===== config.mk =====
export PLATFORM = sky130hd
export DESIGN_NAME = cartridge_rtc_time_counter_top
export DESIGN_NICKNAME = d
export VERILOG_FILES = /design/src/crtc_pkg.sv /design/src/crtc_tick.sv /design/src/cartridge_rtc_time_counter_top.sv
export SDC_FILE = /design/constraint.sdc
export NUM_CORES = 1
export LEC_CHECK = 0
export ABC_CLOCK_PERIOD_IN_PS = 4300
export BUFFER_PORTS_ARGS = -buffer_cell sky130_fd_sc_hd__buf_2
export CORE_MARGIN = 3
export CORE_UTILIZATION = 40
export DETAILED_ROUTE_END_ITERATION = 10
export GPL_ROUTABILITY_DRIVEN = 0
export GPL_TIMING_DRIVEN = 0
export HOLD_SLACK_MARGIN = 0.06
export PLACE_DENSITY = 0.57
export SLEW_MARGIN = 20
export SYNTH_ARGS = -nofsm -noshare
export SYNTH_HDL_FRONTEND = slang
export SYNTH_SLANG_ARGS = --single-unit

===== constraint.sdc =====
create_clock -name clk -period 4.3 [get_ports clk]
set_clock_uncertainty 0.05 [all_clocks]
set_input_delay 0.645 -clock clk [delete_from_list [all_inputs] [get_ports clk]]
set_output_delay 0.645 -clock clk [all_outputs]
set_load 0.02 [all_outputs]

===== src/crtc_pkg.sv =====
`timescale 1ns / 1ps
// ----------------------------------------------------------------------------
// crtc_pkg
// Shared types and constants for the cartridge real-time clock: command and
// response beats, the time record and the register map codes.
// ----------------------------------------------------------------------------
package crtc_pkg;

    // command function codes
    localparam logic [1:0] FUNC_TICK  = 2'd0;
    localparam logic [1:0] FUNC_LATCH = 2'd1;
    localparam logic [1:0] FUNC_WRITE = 2'd2;
    localparam logic [1:0] FUNC_READ  = 2'd3;

    // register map
    localparam logic [2:0] REG_SEC     = 3'd0;
    localparam logic [2:0] REG_MIN     = 3'd1;
    localparam logic [2:0] REG_HOUR    = 3'd2;
    localparam logic [2:0] REG_DAY_LO  = 3'd3;
    localparam logic [2:0] REG_DAY_HI  = 3'd4;

    // last value of each field before it rolls over with a carry
    localparam logic [5:0] SEC_LAST  = 6'd59;
    localparam logic [5:0] MIN_LAST  = 6'd59;
    localparam logic [4:0] HOUR_LAST = 5'd23;
    localparam logic [8:0] DAY_LAST  = 9'd511;

    // bit positions in the day high / flags register
    localparam int DAY8_BIT  = 0;
    localparam int HALT_BIT  = 6;
    localparam int CARRY_BIT = 7;

    typedef struct packed {
        logic       halt;
        logic       carry;
        logic [8:0] day;
        logic [4:0] hour;
        logic [5:0] min;
        logic [5:0] sec;
    } crtc_time_t;

    typedef struct packed {
        logic [1:0] func;
        logic [2:0] reg_index;
        logic [7:0] wr_data;
    } crtc_cmd_t;

    typedef struct packed {
        logic [7:0] rd_data;
        logic       time_valid;
    } crtc_rsp_t;

endpackage


===== src/crtc_tick.sv =====
`timescale 1ns / 1ps
// ----------------------------------------------------------------------------
// crtc_tick
// One-second advance of the live time: seconds, minutes, hours and days with
// cascaded carries, out-of-range fields wrap at field width without carry.
// ----------------------------------------------------------------------------
module crtc_tick
    import crtc_pkg::*;
(
    input  crtc_time_t cur,
    output crtc_time_t nxt
);

    // carry cascade, nothing moves while halted
    always_comb
    begin
        nxt = cur;
        if (!cur.halt)
        begin
            if (cur.sec != SEC_LAST)
            begin
                nxt.sec = cur.sec + 6'd1;
            end
            else
            begin
                nxt.sec = '0;
                if (cur.min != MIN_LAST)
                begin
                    nxt.min = cur.min + 6'd1;
                end
                else
                begin
                    nxt.min = '0;
                    if (cur.hour != HOUR_LAST)
                    begin
                        nxt.hour = cur.hour + 5'd1;
                    end
                    else
                    begin
                        nxt.hour = '0;
                        if (cur.day != DAY_LAST)
                        begin
                            nxt.day = cur.day + 9'd1;
                        end
                        else
                        begin
                            nxt.day   = '0;
                            nxt.carry = 1'b1;
                        end
                    end
                end
            end
        end
    end

endmodule


===== src/cartridge_rtc_time_counter_top.sv =====
`timescale 1ns / 1ps
// ----------------------------------------------------------------------------
// cartridge_rtc_time_counter_top
// Cartridge real-time clock with live and latched time and a five-byte map.
// ----------------------------------------------------------------------------
// Usage:
//   cmd channel (cmd_valid / cmd_stall / cmd) carries one beat per event:
//   a one-second tick, a latch control write, a register write or a read.
//   rsp channel (rsp_valid / rsp_stall / rsp) returns exactly one beat per
//   command: the latched register byte for reads (zero otherwise) and a flag
//   telling whether the latched time holds legal seconds, minutes, hours.
//   The response is in the output register on the edge after the command
//   beat. A new command is taken every cycle while cmd_stall is low; the
//   whole update is one pass of carry and mux logic from the state register.
//   While the receiver stalls, the response holds and cmd_stall is raised
//   only if that held response would otherwise be overwritten.
//   Reset: live time all zero and running with carry clear, latched time
//   zero, stored latch level one, no response pending.
// ----------------------------------------------------------------------------
module cartridge_rtc_time_counter_top
    import crtc_pkg::*;
(
    input  logic       clk,
    input  logic       rst_n,
    input  logic       cmd_valid,
    output logic       cmd_stall,
    input  crtc_cmd_t  cmd,
    output logic       rsp_valid,
    input  logic       rsp_stall,
    output crtc_rsp_t  rsp
);

    crtc_time_t live_reg;
    crtc_time_t live_next;
    crtc_time_t latched_reg;
    crtc_time_t latched_next;
    logic       level_reg;
    logic       level_next;
    crtc_time_t tick_time;
    logic       rsp_valid_reg;
    crtc_rsp_t  rsp_reg;
    crtc_rsp_t  rsp_next;
    logic       accept;

    // handshake
    assign cmd_stall = rsp_valid_reg && rsp_stall;
    assign accept    = cmd_valid && !cmd_stall;
    assign rsp_valid = rsp_valid_reg;
    assign rsp       = rsp_reg;

    // one-second advance
    crtc_tick u_tick (
        .cur (live_reg),
        .nxt (tick_time)
    );

    // command decode and state update
    always_comb
    begin
        live_next        = live_reg;
        latched_next     = latched_reg;
        level_next       = level_reg;
        rsp_next.rd_data = '0;
        case (cmd.func)
            FUNC_TICK:
            begin
                live_next = tick_time;
            end
            FUNC_LATCH:
            begin
                level_next = cmd.wr_data[0];
                if (!level_reg && cmd.wr_data[0])
                begin
                    latched_next = live_reg;
                end
            end
            FUNC_WRITE:
            begin
                case (cmd.reg_index)
                    REG_SEC:    live_next.sec      = cmd.wr_data[5:0];
                    REG_MIN:    live_next.min      = cmd.wr_data[5:0];
                    REG_HOUR:   live_next.hour     = cmd.wr_data[4:0];
                    REG_DAY_LO: live_next.day[7:0] = cmd.wr_data;
                    REG_DAY_HI:
                    begin
                        live_next.day[8] = cmd.wr_data[DAY8_BIT];
                        live_next.halt   = cmd.wr_data[HALT_BIT];
                        live_next.carry  = cmd.wr_data[CARRY_BIT];
                    end
                    default:
                    begin
                        live_next = live_reg;
                    end
                endcase
            end
            FUNC_READ:
            begin
                case (cmd.reg_index)
                    REG_SEC:    rsp_next.rd_data = {2'b00, latched_reg.sec};
                    REG_MIN:    rsp_next.rd_data = {2'b00, latched_reg.min};
                    REG_HOUR:   rsp_next.rd_data = {3'b000, latched_reg.hour};
                    REG_DAY_LO: rsp_next.rd_data = latched_reg.day[7:0];
                    REG_DAY_HI:
                    begin
                        rsp_next.rd_data = {latched_reg.carry, latched_reg.halt,
                                            5'b00000, latched_reg.day[8]};
                    end
                    default:
                    begin
                        rsp_next.rd_data = '0;
                    end
                endcase
            end
            default:
            begin
                live_next = live_reg;
            end
        endcase
        rsp_next.time_valid = (latched_next.sec <= SEC_LAST) &&
                              (latched_next.min <= MIN_LAST) &&
                              (latched_next.hour <= HOUR_LAST);
    end

    // clock state
    always_ff @(posedge clk or negedge rst_n)
    begin
        if (!rst_n)
        begin
            live_reg    <= '0;
            latched_reg <= '0;
            level_reg   <= 1'b1;
        end
        else if (accept)
        begin
            live_reg    <= live_next;
            latched_reg <= latched_next;
            level_reg   <= level_next;
        end
    end

    // response valid
    always_ff @(posedge clk or negedge rst_n)
    begin
        if (!rst_n)
        begin
            rsp_valid_reg <= 1'b0;
        end
        else if (accept)
        begin
            rsp_valid_reg <= 1'b1;
        end
        else if (!rsp_stall)
        begin
            rsp_valid_reg <= 1'b0;
        end
    end

    // response payload
    always_ff @(posedge clk)
    begin
        if (accept)
        begin
            rsp_reg <= rsp_next;
        end
    end

    // a halted clock ignores ticks
    a_halt_holds: assert property (@(posedge clk) disable iff (!rst_n)
        accept && cmd.func == FUNC_TICK && live_reg.halt |=> $stable(live_reg))
        else $error("live time moved while halted");

    // latched copy changes only on a latch control beat
    a_latch_only: assert property (@(posedge clk) disable iff (!rst_n)
        !(accept && cmd.func == FUNC_LATCH) |=> $stable(latched_reg))
        else $error("latched time changed without latch beat");

    // carry rises only from a day wrap or a register write
    a_carry_src: assert property (@(posedge clk) disable iff (!rst_n)
        $rose(live_reg.carry) |-> $past(accept && (cmd.func == FUNC_WRITE ||
            (cmd.func == FUNC_TICK && live_reg.day == DAY_LAST)))
        ) else $error("carry set without day wrap or write");

    // reads beyond the map return zero
    a_bad_read: assert property (@(posedge clk) disable iff (!rst_n)
        accept && cmd.func == FUNC_READ && cmd.reg_index > REG_DAY_HI
        |=> rsp_valid && rsp.rd_data == 8'd0)
        else $error("out-of-map read returned data");

    // a held response blocks new commands
    a_stall_hold: assert property (@(posedge clk) disable iff (!rst_n)
        rsp_valid && rsp_stall |=> rsp_valid && $stable(rsp))
        else $error("stalled response lost");

endmodule

==> results.ini, run 1 <==
[status]
status=finished, final reports clean

[critical_path]
reg2reg_depth=9
cp_slowest_cell=dfrtp_1
path_class=register to register
cp.arrival_ns=2.62
critical_path.top_delay_family=simple AND/OR/NAND/NOR gates
endpoint_kind=register
r2r-end=live_reg[17]
r2r-start=live_reg[17]
r2r_slack_ns=1.86
path_depth=9
critPathLaunch=live_reg[17]
path_common_cell=and3_1
path_max_fanout=10
worst-path-buf-inv=1
required_ns=4.49
worstPathCellList=ha_1, and3_1, and3_1, and3_1, ha_1, nand2b_1, clkbuf_1, o21ai_0, mux2_2
start_kind=register
crit_path_max_incr_delay_ns=0.41
setup.worst_path.end=live_reg[17]

[clock_tree]
post_cts_resized=0
cts_num_sinks=67
postCtsSetupBuffers=0
hold_buffers=0
cts.htree.levels=3
cts_tree=yes
cts-root-buf=clkbuf_8
cts_buffers=9
clk_path_buf_depth=2
clk_pin_slew_worst_paths_ns=0.08
clock_latency_ns=0.35

[global_routing]
antenna_found_initial=0
grt_pass1_wl_um=14500
grt_util_all_layers=0.189
overflow=0
grt_pass1_vias=2606
grt_max_degree=59

[timing]
rsz0062_at_grt=no
final_max_slew_viol_count=0
final.setup.tns_ns=0
max-slew-margin-rel=0.506
fin_crit_sh=0.566
max_freq_ghz=0.411
setup_violations=0
period_minus_slack_ns=2.44
worst_slew_pin_slew_ns=0.741
finalHoldViolCount=0
whs_ns=0.290

[route]
viasPerCell=5.73
wl_per_cell_um=18.1
drt-total-wl_um=8710
drt_pre_antenna_iters=5
first_iter_violations=158
drcViolationCount=0
detail-route-antenna-nets=0
vias=2763

[synthesis]
synth_edf_count=9
postSynth.asyncResetShare=0.866
yosysMostFrequentCell=dfrtp_1
yosysUniqueCellTypes=53
synth.top_cells.by_count=dfrtp_1 (57), nor2_1 (27), mux2_2 (25), nand2_1 (25), o21ai_0 (22)
synth_largest_area_cell=dfrtp_1
syn_avg_cell_area_um2=10.6
synth-main-ff-cell=dfrtp_1
yosys_warnings=0
ys_ff_latch=67
yosysTopAreaCellShare=0.405
synth.area.top_cells=dfrtp_1 (40%), mux2_2 (8.0%), edfxtp_1 (7.7%)
seq_area_frac_synth=0.489
syn-num-nets=356
syn_inst=334
netlist_area_um2=3520

[floorplanning]
coreArea_um2=8380
std_cell_rows=33
start_util=0.421
dieArea_um2=9970
die_h_um=99.9
die_width_um=99.9
io_pins=28

[cells_and_area]
antenna_cells=0
stdcell_area_um2=3970
syn_to_final_growth_pct=12.6
fill_cells=802
drive_above_1_share=0.244
final_nets=394

[power_and_ir_drop]
p_sw_frac=0.353
p_switching_uw=714
total_power_uw=2020
vdd_drop_max_uv=156
p_per_area_nw_per_um2=510
p_seq_frac=0.527
comb_power_share=0.238
internal_power_uw=1310
clkPwrFrac=0.235
cellLeakagePower_uw=0.00169

[run]
cap_violations=0

[placement]
dp_hpwl_um=6510
numPortBuffers=27
placed_area_um2=3790

[worst_hold_path]
hp-class=primary input to async pin

[kinds of logic (layout without fill, tap and decap cells)]
| kind of cell | after synthesis | count (layout) | share of synthesized area |
|---|---|---|---|
| compound gates | 94 | 94 | 0.176 |
| fa+ha+maj | 5 | 5 | 0.0177 |
| buf+inv | 20 | 63 | 0.0270 |
| flops | 67 | 67 | 0.489 |
| mux | 41 | 41 | 0.128 |
| simple gates | 107 | 107 | 0.163 |
[power by group through the flow]
stage	Sequential [uW]	Clock, uW	Combinational, uW
2_1_floorplan	999	0	378
3_3_place_gp	1070	0	473
3_5_place_dp	1080	0	481
4_1_cts	1060	484	485
5_1_grt	1100	516	551
6_report	1070	476	482
[worst register-to-register path, delay by kind of cell, from the launching register on]
family	cells	cell delay, ns
simple gates	4	0.72
mux	1	0.27
fa+ha+maj	2	0.40
flops	1	0.41
buf+inv	1	0.35
compound gates	1	0.12
[cell usage in the layout, fill, tap and decap left out, types with 4 or more instances in the layout]
cell and instances:
mux2_2 25, buf_2 36, ha_1 5, inv_1 4
a22o_1 6, nor2b_1 4, nor2_1 27, o31ai_1 4
nand2_1 25, dfrtp_1 57, clkbuf_1 4, mux2_1 8
edfxtp_1 9, a31oi_1 4, and3_1 6, mux2i_1 8
nand2b_1 8, o22a_1 5, o31a_1 4, a21oi_1 9
o21a_1 7, clkbuf_8 9, o21ai_0 22, nand3_1 8
o21ai_1 15
[cell type report]
cell class	instances	area, um2	area share
multi-input cells	247	1710	0.430
clock buffers	9	124	0.0312
well taps	105	131	0.0331
repair buffers	27	138	0.0347
plain buffers	16	80.1	0.0202
clock inverters	7	52.6	0.0132
flip-flops and latches	67	1720	0.434
inverters	4	15.0	0.00378
[worst min-delay path by stage]
stage	endpoint	start	cells after the start
2_1_floorplan	latched_reg[0]	rst_n	0
3_3_place_gp	latched_reg[27]	latched_reg[27]	1
3_5_place_dp	latched_reg[27]	latched_reg[27]	1
4_1_cts	latched_reg[14]	rst_n	1
5_1_grt	latched_reg[14]	rst_n	1
6_report	latched_reg[14]	rst_n	1
[routing by layer]
layer	vias up	wire, um	track usage
li1	1319	-	-
met1	1364	4100	0.262
met4	0	212	0.0819
met2	61	4090	0.291
met3	19	300	0.0320
met5	-	0	0
[per-stage QoR]
stage / util / cells / setup WS [ns]
2_1_floorplan: - / 334 / 2.15
5_1_grt: 0.474 / 482 / 1.58
3_3_place_gp: 0.452 / 466 / 1.89
3_5_place_dp: 0.453 / 466 / 1.87
6_report: 0.474 / 482 / 1.86
4_1_cts: 0.474 / 482 / 1.85
Note: power is estimated with default switching activity, not from simulation.
==> inputs of run 2 (changes only) <==
--- a/config.mk
+++ b/config.mk
@@ -5,7 +5,7 @@
 export SDC_FILE = /design/constraint.sdc
 export NUM_CORES = 1
 export LEC_CHECK = 0
-export ABC_CLOCK_PERIOD_IN_PS = 4300
+export ABC_CLOCK_PERIOD_IN_PS = 2500
 export BUFFER_PORTS_ARGS = -buffer_cell sky130_fd_sc_hd__buf_2
 export CORE_MARGIN = 3
 export CORE_UTILIZATION = 40
==> constraint.sdc (replaced) <==
create_clock -name clk -period 2.5 [get_ports clk]
set_clock_uncertainty 0.05 [all_clocks]
set_input_delay 0.375 -clock clk [delete_from_list [all_inputs] [get_ports clk]]
set_output_delay 0.375 -clock clk [all_outputs]
set_load 0.02 [all_outputs]
==> results.ini, run 2 (same netlist as run 1, synthesis figures left out) <==
[floorplanning]
coreArea_um2=8380
die_h_um=99.9
io_pins=28
dieArea_um2=9970
std_cell_rows=33
die_width_um=99.9
start_util=0.421

[clock_tree]
clock_latency_ns=0.35
clk_pin_slew_worst_paths_ns=0.08
cts_tree=yes
clk_path_buf_depth=2
cts.htree.levels=3
cts_buffers=9
postCtsSetupBuffers=0
cts-root-buf=clkbuf_8
cts_num_sinks=67

[status]
status=finished, final reports clean

[cells_and_area]
antenna_cells=0
fill_cells=801
syn_to_final_growth_pct=13.0
fin_util=0.475
most-common-layout-cells=dfrtp_1 (57), buf_2 (37), nor2_1 (27)
final_common_cell=dfrtp_1
final_nets=395
stdcell_area_um2=3980
drive_above_1_share=0.246

[route]
viasPerCell=5.74
vias=2771
wl_per_cell_um=18.1
drt-total-wl_um=8740
detail-route-antenna-nets=0
drcViolationCount=0
drt_pre_antenna_iters=4
first_iter_violations=197

[critical_path]
start_kind=register
r2r-end=live_reg[19]
reg2reg_depth=9
critPathLaunch=live_reg[17]
path_max_fanout=10
endpoint_kind=register
path_class=register to register
r2r_slack_ns=0.18
r2r-start=live_reg[17]
required_ns=2.73
cp.arrival_ns=2.55

[global_routing]
grt_pass1_vias=2628
antenna_found_initial=0
use_met1=0.260
grt_util_all_layers=0.189
grt_pass1_wl_um=14500
grt_util_met2=0.293
use_met3=0.0320
gr-max-usage-layer=met2
overflow=0
grt_max_degree=59

[placement]
placed_area_um2=3790
dp_slack_ns=0.0662
numPortBuffers=27
dp_hpwl_um=6510

[timing]
worst_slew_pin_slew_ns=0.765
finalHoldViolCount=0
rsz0062_at_grt=no
finalWorstSetupSlack_ns=0.179
final.setup.tns_ns=0
max-slew-margin-rel=0.490
whs_ns=0.181
setup_violations=0
fin_crit_sh=0.928
period_minus_slack_ns=2.32
max_freq_ghz=0.431
final_max_slew_viol_count=0

[power_and_ir_drop]
p_sw_frac=0.352
comb_power_share=0.239
vdd_drop_max_uv=267
p_switching_uw=1220
p_per_area_nw_per_um2=874
p_seq_frac=0.526
internal_power_uw=2250
cellLeakagePower_uw=0.00170
clkPwrFrac=0.235

[worst_hold_path]
min_from=cmd_valid
hold-path-cell-count=2
hp-class=primary input to register
whs_endpoint=rsp_valid

[run]
cap_violations=0

[run 2: cell types whose count changed in the layout (fill, tap and decap cells not counted)]
cell / change
dlygate4sd3_1: +1
clkbuf_1: -1
buf_2: +1
[run 2: critical path, stage by stage (launching register included)]
cell and delay (ns):
dfrtp_1 0.42, ha_1 0.24, and3_1 0.21, and3_1 0.21
and3_1 0.19, ha_1 0.21, nand2b_1 0.16, buf_2 0.19
o31a_1 0.24, o21ai_1 0.11
[run 2: worst max path at each step]
| stage | slack (ns) | depth (start not counted) | to |
|---|---|---|---|
| after global routing | 0.02 | 9 | live_reg[19] |
| final | 0.18 | 9 | live_reg[19] |
| after detailed placement | 0.07 | 9 | live_reg[17] |
| after CTS | 0.05 | 9 | live_reg[17] |
| after global placement | 0.09 | 9 | live_reg[17] |
| after floorplan | 0.35 | 9 | live_reg[19] |
[run 2: routing by layer]
| layer | vias to the layer above | wire length [um] | part of all wire |
|---|---|---|---|
| met5 | - | 0 | 0 |
| met4 | 0 | 209 | 0.024 |
| met3 | 20 | 266 | 0.030 |
| met2 | 60 | 4090 | 0.47 |
| met1 | 1370 | 4170 | 0.48 |
| li1 | 1321 | - | - |
[run 2: repair_timing]
item	in CTS	in global routing
hold buffers	1	0
setup endpoints to repair	0	7
resized for setup	0	3
endpoints found under the hold margin	8	0
[run 2: final cells by class]
class	count	area [um2]	area share
sequential	67	1720	0.433
tap	105	131	0.0330
clock buffer	9	124	0.0311
inverter	4	15.0	0.00377
buffer	16	81.3	0.0204
multi-input combinational	247	1710	0.429
clock inverter	7	52.6	0.0132
timing repair buffer	28	148	0.0371
[run 2: per-stage QoR]
stage               instances  total power, uW
floorplan                 334             2370
global placement          466             2650
detailed placement        466             2680
CTS                       483             3490
global route              483             3730
finish                    483             3480
[run 2: power by group through the flow]
| stage | Sequential (uW) | Combinational [uW] | Clock [uW] |
|---|---|---|---|
| 6_report | 1830 | 831 | 817 |
| 5_1_grt | 1890 | 949 | 887 |
| 4_1_cts | 1830 | 835 | 832 |
| 3_5_place_dp | 1850 | 827 | 0 |
| 3_3_place_gp | 1840 | 813 | 0 |
| 2_1_floorplan | 1720 | 650 | 0 |
==> inputs of run 3 (changes only) <==
--- a/config.mk
+++ b/config.mk
@@ -7,13 +7,15 @@
 export LEC_CHECK = 0
 export ABC_CLOCK_PERIOD_IN_PS = 2500
 export BUFFER_PORTS_ARGS = -buffer_cell sky130_fd_sc_hd__buf_2
+export CELL_PAD_IN_SITES_DETAIL_PLACEMENT = 0
+export CELL_PAD_IN_SITES_GLOBAL_PLACEMENT = 2
 export CORE_MARGIN = 3
-export CORE_UTILIZATION = 40
+export CORE_UTILIZATION = 39
 export DETAILED_ROUTE_END_ITERATION = 10
 export GPL_ROUTABILITY_DRIVEN = 0
 export GPL_TIMING_DRIVEN = 0
 export HOLD_SLACK_MARGIN = 0.06
-export PLACE_DENSITY = 0.57
+export PLACE_DENSITY = 0.79
 export SLEW_MARGIN = 20
 export SYNTH_ARGS = -nofsm -noshare
 export SYNTH_HDL_FRONTEND = slang
==> constraint.sdc (replaced) <==
create_clock -name clk -period 2.5 [get_ports clk]
set_clock_uncertainty 0.05 [all_clocks]
set_input_delay 0.375 -clock clk [delete_from_list [all_inputs] [get_ports clk]]
set_output_delay 0.375 -clock clk [all_outputs]
set_load 0.005 [all_outputs]
==> results.ini, run 3 (same netlist as run 1, synthesis figures left out) <==
[timing]
setup_violations=0
whs_ns=0.0285
max-slew-margin-rel=0.494
worst_slew_pin_slew_ns=0.758
period_minus_slack_ns=2.36
rsz0062_at_grt=no
finalHoldViolCount=0
max_freq_ghz=0.424
final_max_slew_viol_count=0
fin_crit_sh=0.944

[critical_path]
required_ns=2.72
r2r-start=live_reg[17]
r2r_slack_ns=0.14
worst-path-buf-inv=1
path_common_cell=and3_1
path_max_fanout=10
start_kind=register
cp_slowest_cell=dfrtp_1
r2r-end=live_reg[19]
endpoint_kind=register
critical_path.top_delay_family=simple AND/OR/NAND/NOR gates
worstPathCellList=ha_1, and3_1, and3_1, and3_1, ha_2, nand2b_1, clkbuf_4, o31a_1, o21ai_1
path_class=register to register
reg2reg_depth=9
cp.arrival_ns=2.58
crit_path_max_incr_delay_ns=0.42

[global_routing]
grt_max_degree=59
grt_pass1_vias=2737
overflow=0
grt_util_all_layers=0.197
antenna_found_initial=0
grt_pass1_wl_um=15100

[route]
first_iter_violations=99
drt-total-wl_um=9330
drt_pre_antenna_iters=5
vias=2750
viasPerCell=5.67
detail-route-antenna-nets=0
wl_per_cell_um=19.2
drcViolationCount=0

[clock_tree]
cts_buffers=9
clock_latency_ns=0.34
postCtsSetupBuffers=0
hold_buffers=0
cts_tree=yes
cts.htree.levels=3
clk_path_buf_depth=2
clk_pin_slew_worst_paths_ns=0.08
post_cts_resized=1
cts-root-buf=clkbuf_8
cts_num_sinks=67

[power_and_ir_drop]
cellLeakagePower_uw=0.00171
p_per_area_nw_per_um2=903
vdd_drop_max_uv=328

[worst_hold_path]
hp-class=primary input to async pin

[cells_and_area]
drive_above_1_share=0.249
final_common_cell=dfrtp_1
antenna_cells=0
final_nets=394
most-common-layout-cells=dfrtp_1 (57), buf_2 (36), nor2_1 (27)
syn_to_final_growth_pct=14.1
fin_util=0.459

[floorplanning]
start_util=0.402
coreArea_um2=8760
std_cell_rows=34
dieArea_um2=10200
die_h_um=101
die_width_um=101
io_pins=28

[placement]
dp_hpwl_um=6900
numPortBuffers=27

[run]
cap_violations=0

[status]
status=finished, final reports clean

-- run 3: final cells by class --
| class | count | area (um2) |
|---|---|---|
| inverters | 4 | 15.0 |
| multi-input cells | 247 | 1720 |
| clock inverters | 5 | 60.1 |
| flip-flops and latches | 67 | 1720 |
| fillers | 854 | 4740 |
| repair buffers | 27 | 138 |
| plain buffers | 16 | 83.8 |
| well taps | 108 | 135 |
| clock buffers | 11 | 153 |
-- run 3: worst max path at each step --
stage,end,from,slack (ns),depth (start not counted)
6_report,live_reg[19],live_reg[17],0.14,9
3_5_place_dp,live_reg[17],live_reg[17],-0.07,9
3_3_place_gp,live_reg[17],live_reg[17],-0.04,9
2_1_floorplan,live_reg[19],live_reg[17],0.35,9
5_1_grt,live_reg[24],live_reg[17],0.004,10
4_1_cts,live_reg[19],live_reg[17],0.06,9
-- run 3: power by group --
part	total (uW)	internal (uW)	switching [uW]
Sequential	1820	1460	361
Combinational	837	433	404
Clock	976	524	452
-- run 3: per-stage QoR --
stage | power, uW | instance area, um2 | worst slack (ns) | std cells | setup TNS, ns
global placement | 2640 | 3790 | -0.0382 | 469 | -0.0382
detailed placement | 2680 | 3800 | -0.0666 | 469 | -0.0893
finish | 3630 | 4020 | 0.140 | 485 | 0
CTS | 3650 | 4010 | 0.0591 | 485 | 0
global route | 3890 | 4020 | 0.00439 | 485 | 0
floorplan | 2350 | 3520 | 0.351 | 334 | 0
-- run 3: worst reg2reg max path: cells and delay by family (launching register included) --
kind / cells / cell delay [ns]
AO/OA/AOI/OAI: 2 / 0.34
flip-flops: 1 / 0.42
buffers and inverters: 1 / 0.21
AND/OR/NAND/NOR: 4 / 0.82
adder cells (fa/ha/maj): 2 / 0.45
-- run 3: layer usage --
layer  GRT usage  up-vias  share of wire
met1       0.291     1351           0.50
li1            -     1312              -
met3      0.0304       22          0.036
met2       0.282       65           0.43
met5           0        -              0
met4      0.0890        0          0.032
